==> src/rtl/mexp_pkg.sv <==
`default_nettype none

package mexp_pkg;

  // Width of every field on the item ports.
  localparam int unsigned FIELD_W = 63;

  // Default internal operand width.
  localparam int unsigned OPERAND_WIDTH_DEF = 63;

  // Sequencer states of the exponentiation unit.
  typedef enum logic [2:0] {
    ST_IDLE,
    ST_LOAD,
    ST_REDUCE,
    ST_STEP,
    ST_MUL_R,
    ST_SQUARE,
    ST_DONE
  } mexp_state_e;

  // Status of the shared modular multiplier.
  typedef struct packed {
    logic busy;
    logic done;
  } mm_stat_t;

endpackage

`default_nettype wire

==> src/rtl/mexp_mulmod.sv <==
`default_nettype none

// Bit-serial modular multiplier: one multiplier bit per cycle.
module mexp_mulmod #(
  parameter int unsigned W = mexp_pkg::OPERAND_WIDTH_DEF
) (
  input  wire logic             clk_i,
  input  wire logic             rst_ni,
  input  wire logic             start_i,
  input  wire logic [W-1:0]     a_i,
  input  wire logic [W-1:0]     b_i,
  input  wire logic [W-1:0]     m_i,
  output mexp_pkg::mm_stat_t    stat_o,
  output logic      [W-1:0]     prod_o
);
  import mexp_pkg::*;

  localparam int unsigned CNT_W = $clog2(W);
  localparam int unsigned WP    = W + 2;

  logic [W-1:0]     a_q, b_q, acc_q;
  logic [W-1:0]     acc_d;
  logic [CNT_W-1:0] cnt_q;
  logic             busy_q, done_q;

  logic [WP-1:0]    t, m1, m2, t_m1, t_m2;

  // The accumulator stays below the modulus, so 2*acc + a is below 3*m and
  // at most two subtractions of m bring it back into range.
  always_comb begin
    t    = {1'b0, acc_q, 1'b0} + {2'b00, (b_q[W-1] ? a_q : '0)};
    m1   = {2'b00, m_i};
    m2   = {1'b0, m_i, 1'b0};
    t_m1 = t - m1;
    t_m2 = t - m2;
    if (t >= m2) begin
      acc_d = t_m2[W-1:0];
    end else if (t >= m1) begin
      acc_d = t_m1[W-1:0];
    end else begin
      acc_d = t[W-1:0];
    end
  end

  always_ff @(posedge clk_i or negedge rst_ni) begin
    if (!rst_ni) begin
      busy_q <= 1'b0;
      done_q <= 1'b0;
      cnt_q  <= '0;
    end else begin
      done_q <= 1'b0;
      if (start_i) begin
        busy_q <= 1'b1;
        cnt_q  <= CNT_W'(W - 1);
      end else if (busy_q) begin
        cnt_q <= cnt_q - 1'b1;
        if (cnt_q == '0) begin
          busy_q <= 1'b0;
          done_q <= 1'b1;
        end
      end
    end
  end

  always_ff @(posedge clk_i) begin
    if (start_i) begin
      a_q   <= a_i;
      b_q   <= b_i;
      acc_q <= '0;
    end else if (busy_q) begin
      b_q   <= {b_q[W-2:0], 1'b0};
      acc_q <= acc_d;
    end
  end

  assign stat_o.busy = busy_q;
  assign stat_o.done = done_q;
  assign prod_o      = acc_q;

`ifndef NO_ASSERTIONS
  // The partial product is always reduced below the modulus.
  a_acc_reduced : assert property (@(posedge clk_i) disable iff (!rst_ni)
    busy_q |-> (acc_q < m_i))
    else $error("mulmod accumulator not reduced");

  // A product finishes in the cycle after its last bit step.
  a_done_after_busy : assert property (@(posedge clk_i) disable iff (!rst_ni)
    done_q |-> $past(busy_q))
    else $error("mulmod done without a running product");

  // A product never starts while another is running.
  a_no_restart : assert property (@(posedge clk_i) disable iff (!rst_ni)
    busy_q |-> !start_i)
    else $error("mulmod restarted while busy");
`endif

endmodule

`default_nettype wire

==> src/rtl/modular_exponentiation_unit.sv <==
`default_nettype none

// Sequence: after acceptance the base is reduced modulo the modulus; then, for each exponent bit
// up to the top set bit, a set bit multiplies the result by the base and every bit squares the base.
// A zero modulus skips all arithmetic.
// Throughput: one item at a time; the next item is taken only after the result is
// registered, and the bit-serial multiplier (one bit per cycle, two products per set bit) sets it.
// Reset (rst_ni, asynchronous, active low) returns the sequencer to idle and drops out_valid_o.
module modular_exponentiation_unit #(
  parameter int unsigned OPERAND_WIDTH = mexp_pkg::OPERAND_WIDTH_DEF
) (
  input  wire logic                          clk_i,
  input  wire logic                          rst_ni,
  input  wire logic                          in_valid_i,
  output logic                               in_stall_o,
  input  wire logic [mexp_pkg::FIELD_W-1:0]  base_value_i,
  input  wire logic [mexp_pkg::FIELD_W-1:0]  exponent_i,
  input  wire logic [mexp_pkg::FIELD_W-1:0]  modulus_i,
  output logic                               out_valid_o,
  input  wire logic                          out_stall_i,
  output logic      [mexp_pkg::FIELD_W-1:0]  power_result_o,
  output logic                               zero_modulus_error_o
);
  import mexp_pkg::*;

  localparam int unsigned W = OPERAND_WIDTH;

  mexp_state_e state_q, state_d;

  // Working registers: the reduced and repeatedly squared base, the remaining
  // exponent bits, the running result and the modulus.
  logic [W-1:0] b_q, e_q, r_q, m_q;
  logic         err_q;

  logic [FIELD_W-1:0] power_result_q;
  logic               out_err_q;
  logic               out_valid_q;

  logic         in_fire;
  logic         out_free;

  // Shared multiplier controls.
  logic         mm_start;
  logic [W-1:0] mm_a, mm_b;
  logic [W-1:0] mm_prod;
  mm_stat_t     mm_stat;

  assign in_fire  = in_valid_i && !in_stall_o;
  // The output register can take a new result when empty or being drained.
  assign out_free = !out_valid_q || !out_stall_i;

  mexp_mulmod #(
    .W (W)
  ) u_mulmod (
    .clk_i   (clk_i),
    .rst_ni  (rst_ni),
    .start_i (mm_start),
    .a_i     (mm_a),
    .b_i     (mm_b),
    .m_i     (m_q),
    .stat_o  (mm_stat),
    .prod_o  (mm_prod)
  );

  // Next-state logic of the sequencer.
  always_comb begin
    state_d = state_q;
    unique case (state_q)
      ST_IDLE: begin
        if (in_fire) begin
          state_d = (modulus_i[W-1:0] == '0) ? ST_DONE : ST_LOAD;
        end
      end
      ST_LOAD: begin
        state_d = ST_REDUCE;
      end
      ST_REDUCE: begin
        if (mm_stat.done) begin
          state_d = ST_STEP;
        end
      end
      ST_STEP: begin
        if (e_q == '0) begin
          state_d = ST_DONE;
        end else if (e_q[0]) begin
          state_d = ST_MUL_R;
        end else begin
          state_d = ST_SQUARE;
        end
      end
      ST_MUL_R: begin
        if (mm_stat.done) begin
          state_d = ST_SQUARE;
        end
      end
      ST_SQUARE: begin
        if (mm_stat.done) begin
          state_d = ST_STEP;
        end
      end
      ST_DONE: begin
        if (out_free) begin
          state_d = ST_IDLE;
        end
      end
      default: begin
        state_d = ST_IDLE;
      end
    endcase
  end

  // Output logic of the sequencer: multiplier start and operand selection.
  // The base is reduced as the product 1 * base, which the multiplier
  // handles for every nonzero modulus, including one.
  always_comb begin
    mm_start = 1'b0;
    mm_a     = b_q;
    mm_b     = b_q;
    unique case (state_q)
      ST_LOAD: begin
        mm_start = 1'b1;
        mm_a     = W'(1);
        mm_b     = b_q;
      end
      ST_STEP: begin
        if (e_q != '0) begin
          mm_start = 1'b1;
          mm_a     = e_q[0] ? r_q : b_q;
        end
      end
      ST_MUL_R: begin
        // Squaring starts as soon as the result update is done.
        mm_start = mm_stat.done;
      end
      default: begin
        mm_start = 1'b0;
      end
    endcase
  end

  always_ff @(posedge clk_i or negedge rst_ni) begin
    if (!rst_ni) begin
      state_q     <= ST_IDLE;
      out_valid_q <= 1'b0;
    end else begin
      state_q <= state_d;
      if (state_q == ST_DONE && out_free) begin
        out_valid_q <= 1'b1;
      end else if (!out_stall_i) begin
        out_valid_q <= 1'b0;
      end
    end
  end

  // Datapath registers.
  always_ff @(posedge clk_i) begin
    if (state_q == ST_IDLE && in_fire) begin
      b_q   <= base_value_i[W-1:0];
      e_q   <= exponent_i[W-1:0];
      m_q   <= modulus_i[W-1:0];
      r_q   <= W'(1);
      err_q <= (modulus_i[W-1:0] == '0);
    end
    if (state_q == ST_REDUCE && mm_stat.done) begin
      b_q <= mm_prod;
    end
    if (state_q == ST_MUL_R && mm_stat.done) begin
      r_q <= mm_prod;
    end
    if (state_q == ST_SQUARE && mm_stat.done) begin
      b_q <= mm_prod;
      e_q <= {1'b0, e_q[W-1:1]};
    end
    if (state_q == ST_DONE && out_free) begin
      power_result_q <= err_q ? '0 : FIELD_W'(r_q);
      out_err_q      <= err_q;
    end
  end

  assign in_stall_o           = (state_q != ST_IDLE);
  assign out_valid_o          = out_valid_q;
  assign power_result_o       = power_result_q;
  assign zero_modulus_error_o = out_err_q;

`ifndef NO_ASSERTIONS
  // An error result always carries a zero power.
  a_err_zero : assert property (@(posedge clk_i) disable iff (!rst_ni)
    (out_valid_o && zero_modulus_error_o) |-> (power_result_o == '0))
    else $error("zero modulus result is not zero");

  // Arithmetic only runs with a nonzero modulus.
  a_mod_nonzero : assert property (@(posedge clk_i) disable iff (!rst_ni)
    (state_q == ST_REDUCE || state_q == ST_STEP || state_q == ST_MUL_R ||
     state_q == ST_SQUARE) |-> (m_q != '0))
    else $error("arithmetic with zero modulus");

  // After reduction the base stays below the modulus.
  a_base_reduced : assert property (@(posedge clk_i) disable iff (!rst_ni)
    (state_q == ST_STEP) |-> (b_q < m_q))
    else $error("base not reduced");

  // While waiting on a product, the multiplier is running or just finished.
  a_mul_running : assert property (@(posedge clk_i) disable iff (!rst_ni)
    (state_q == ST_REDUCE || state_q == ST_MUL_R || state_q == ST_SQUARE) |->
    (mm_stat.busy || mm_stat.done))
    else $error("sequencer waits on an idle multiplier");
`endif

endmodule

`default_nettype wire
==> config.mk <==
export PLATFORM = sky130hd
export DESIGN_NAME = modular_exponentiation_unit
export DESIGN_NICKNAME = d
export VERILOG_FILES = /design/src/rtl/mexp_pkg.sv /design/src/rtl/mexp_mulmod.sv /design/src/rtl/modular_exponentiation_unit.sv
export SDC_FILE = /design/constraint.sdc
export NUM_CORES = 1
export LEC_CHECK = 0
export ABC_AREA = 1
export CAP_MARGIN = 20
export CORE_ASPECT_RATIO = 0.9
export CORE_MARGIN = 5
export CORE_UTILIZATION = 46
export CTS_BUF_LIST = sky130_fd_sc_hd__clkbuf_8
export DETAILED_ROUTE_END_ITERATION = 6
export DONT_BUFFER_PORTS = 1
export PLACE_DENSITY_LB_ADDON = 0.12
export SYNTH_ARGS = -nofsm -noshare
export SYNTH_HDL_FRONTEND = slang
export SYNTH_SLANG_ARGS = --single-unit
export TNS_END_PERCENT = 1
==> constraint.sdc <==
create_clock -name clk_i -period 11.2 [get_ports clk_i]
set_input_delay 2.24 -clock clk_i [delete_from_list [all_inputs] [get_ports clk_i]]
set_output_delay 2.24 -clock clk_i [all_outputs]
set_load 0.01 [all_outputs]
==> results.txt <==
* Crit path time final: between 7 and 8 ns
* Area of all placed cells without fillers: 40300 sq um
- All-Layer GR Usage: 0.322
* Average cell area after synthesis: roughly 7 sq um
- After detailed routing, the number of vias per cell comes to roughly 5.5.
- Most area-hungry cell type in the Yosys netlist: edfxtp_1
- In this run the remaining antenna-violating nets after routing total 0.
- TritonCTS built the clock tree.
- Count of TritonRoute iterations in the first routing pass: 5
* Status: finished, final reports clean
- Routability-driven placement finished with a final weighted congestion of 1.05.
- Final cycle utilization of the critical path: 0.652
* Crit path top cell by count: nand2_1
* Placement Rows: 99
- Critical R2R Launch: u_mulmod.b_q[62]
- Of all flip-flops after synthesis, the portion carrying an async set or reset was 0.0232.
* HP Class: reg2reg
* Data arrival, critical path: around 8.0 ns
- For the pin with the worst max-slew slack, the measured transition is around 1.3 ns.
- Sort of element at the start of the critical path: register
- After detailed placement, the total cell area comes to between 30000 and 40000 sq um.
* Count leader, synth: nand2_1
- IO buf count: 0
* Number of filler instances in the final layout: 8242
* Critical path class: reg2reg
- Total number of nets in the final design: 5612
- Clock network latency to the later pin of the worst-skew pair: around 0.74 ns
* Total number of vias: 35300
- For this run, the number of Yosys warnings is 0.
* Longest individual stage delay on the worst path: around 0.73 ns
- Remaining max-slew budget at the tightest pin: 0.116
* Post-route setup TNS: 0 ns
* Maximum achievable frequency: roughly 0.14 GHz
- In the final routed layout, each cell accounts on average for 23.0 microns.
* Number of global-route vias before repair: approximately 32000
* Area contributors post-synth: edfxtp_1 (35%), nand2_1 (14%), inv_1 (8.3%), ha_1 (6.3%), nor2_1 (5.9%)
- In this run, post-CTS hold repair placed 0 buffers.
* Endpoints failing hold: 0
- Leading post-synthesis cells by instance count: nand2_1 (1424), inv_1 (832), nor2_1 (586)
- Number of setup buffers added after CTS: 0
- Synth Flop Type: edfxtp_1
* Dpl hpwl: approximately 120000 microns
* CP max stage cell: nand3_4
- The detailed router finished its first iteration with around 4200 violations.
- Core region area: about 81000 sq um
- Starting density of the core: 0.464
- The critical path starts at u_mulmod.b_q[62].
- Reg clk slew, reported paths: ~0.060 ns
- Sum of routed wire length over all layers: approximately 150000 microns
- Nets in the synthesized netlist: roughly 5600
- Max-cap violations in this run came to 0.
- STA classifies the critical path endpoint as a register.
- The H-tree was split into 3 levels.
* Number of enable-type register cells in the synthesized netlist: around 440
* Post-synthesis to final-layout area growth: 7.29%
- RSZ-0062 raised after global routing: no
- Cell area after technology mapping: between 30000 and 40000 sq um
* Full die area: ~87000 sq um
- The die is between 300 and 400 microns wide.
- After technology mapping, the gate count stands at 5245.
* CTS Root Cell: clkbuf_8
* Global-route wire length before repair: 211000 microns
- The initial antenna violation count was 2.
* TritonCTS sink count: a little over 500
* Maximum number of pins on one net before global-route repair: between 100 and 150
- Required arrival time at the worst endpoint: roughly 12 ns
- Synthesis inferred about 520 register bits.
* Unique masters post-synth: 55
- For this run, the register share of the synthesized area comes to 0.396.
* Fraction of final layout cells sized beyond drive strength 1: 0.0474
- Leftover overflow at the end of global routing: 0
- Worst hold start: u_mulmod.b_q[18]
- Layout Skew: ~0.046 ns
* Vertical die dimension: roughly 280 microns
* Number of gates resized after cts: 0
- Total DRC errors in the routed layout: 0
- The final max-slew violation count came to 0.
- The share of synthesized area in the top cell type comes to 0.353.
* Maximum clock insertion buffer count: 3
- Setup-violating endpoint count in the final report: 0
* Min Hold Slack: between 0.5 and 0.6 ns
- At the end of the flow the core is filled with cells to 0.497.
- In this run, CTS created clock tree buffers numbering 90.
- Top-level port count: ~260
- Worst-path maximum fanout: 63
[cells by family after synthesis]
family          after synthesis  synth area share
flops                       518             0.396
xor+xnor                    127            0.0296
buf+inv                     989             0.102
simple gates               2498             0.276
fa+ha+maj                   193            0.0649
compound gates              920             0.132
[final cells by class]
type	count	area (sq um)	area share
Clock inverter	72	492	0.0122
Tap cell	1060	1330	0.0329
Clock buffer	93	1280	0.0318
Multi-Input combinational cell	3738	18900	0.470
Inverter	852	3200	0.0795
Antenna cell	1	2.50	0.0000621
Sequential cell	518	14900	0.369
Timing Repair Buffer	26	215	0.00534
[placed cells by master, fill, tap and decap left out, drive strengths merged, types with 3 or more instances in the layout]
master | synthesis | final
or2 | 8 | 8
clkbuf | 100 | 93
nand2 | 1437 | 1437
nand3 | 288 | 288
nand4 | 49 | 49
xnor2 | 39 | 39
fa | 3 | 3
o21ai | 439 | 439
inv | 850 | 884
clkinvlp | 0 | 5
ha | 190 | 190
dfxtp | 64 | 64
bufinv | 0 | 6
dfrtp | 12 | 12
o21a | 9 | 9
xor2 | 88 | 88
o21bai | 48 | 48
a21boi | 8 | 8
nor2 | 595 | 595
nor4 | 36 | 36
buf | 37 | 26
a21oi | 378 | 378
and3 | 9 | 9
nand3b | 26 | 26
nor3 | 42 | 42
edfxtp | 442 | 442
a21o | 17 | 17
clkinv | 2 | 29
a31oi | 10 | 10
and2 | 6 | 6
[stage by stage]
step,setup slack (ns),cells
after CTS,4.35,6358
after global routing,3.57,6360
after detailed placement,4.38,6193
after global placement,4.33,6193
after floorplan,3.83,5245
final,3.90,6360
[critical path, delay by kind of cell (launching register included)]
family / cells / cell delay [ns]
buffers and inverters: 4 / 0.83
AND/OR/NAND/NOR: 17 / 3.70
adder cells (fa/ha/maj): 2 / 0.66
AO/OA/AOI/OAI: 6 / 1.56
flip-flops: 1 / 0.32
[registers in the layout, indices dropped and copies added (netlist names), 3 cells and up]
signal / flops
u_mulmod.prod_o: 63
state_q: 3
u_mulmod.cnt_q: 6
r_q: 63
e_q: 63
u_mulmod.a_q: 63
b_q: 63
u_mulmod.b_q: 63
m_q: 63
power_result_o: 63
[routing by layer]
metal | vias up | GRT usage | part of all wire
li1 | 17000 | - | -
met1 | 16500 | 0.458 | 0.44
met2 | 1495 | 0.487 | 0.43
met3 | 191 | 0.0831 | 0.096
met4 | 2 | 0.0942 | 0.031
met5 | - | 0 | 0.000089
[path summary, 6_finish.rpt]
kind	to	slack [ns]	cells past startpoint
worst max-delay path	u_mulmod.prod_o[19]	3.90	29
worst min-delay path	u_mulmod.b_q[19]	0.51	2
worst max register to register	u_mulmod.prod_o[19]	3.90	29
worst min register to register	u_mulmod.b_q[19]	0.51	2
max in group asynchronous	u_mulmod.done_q	9.91	0
min in group asynchronous	u_mulmod.cnt_q[1]	1.21	0
Power is left out: the tool's default activity adds up to more than one toggle a clock period on the data nets, which glitch-free logic cannot reach.
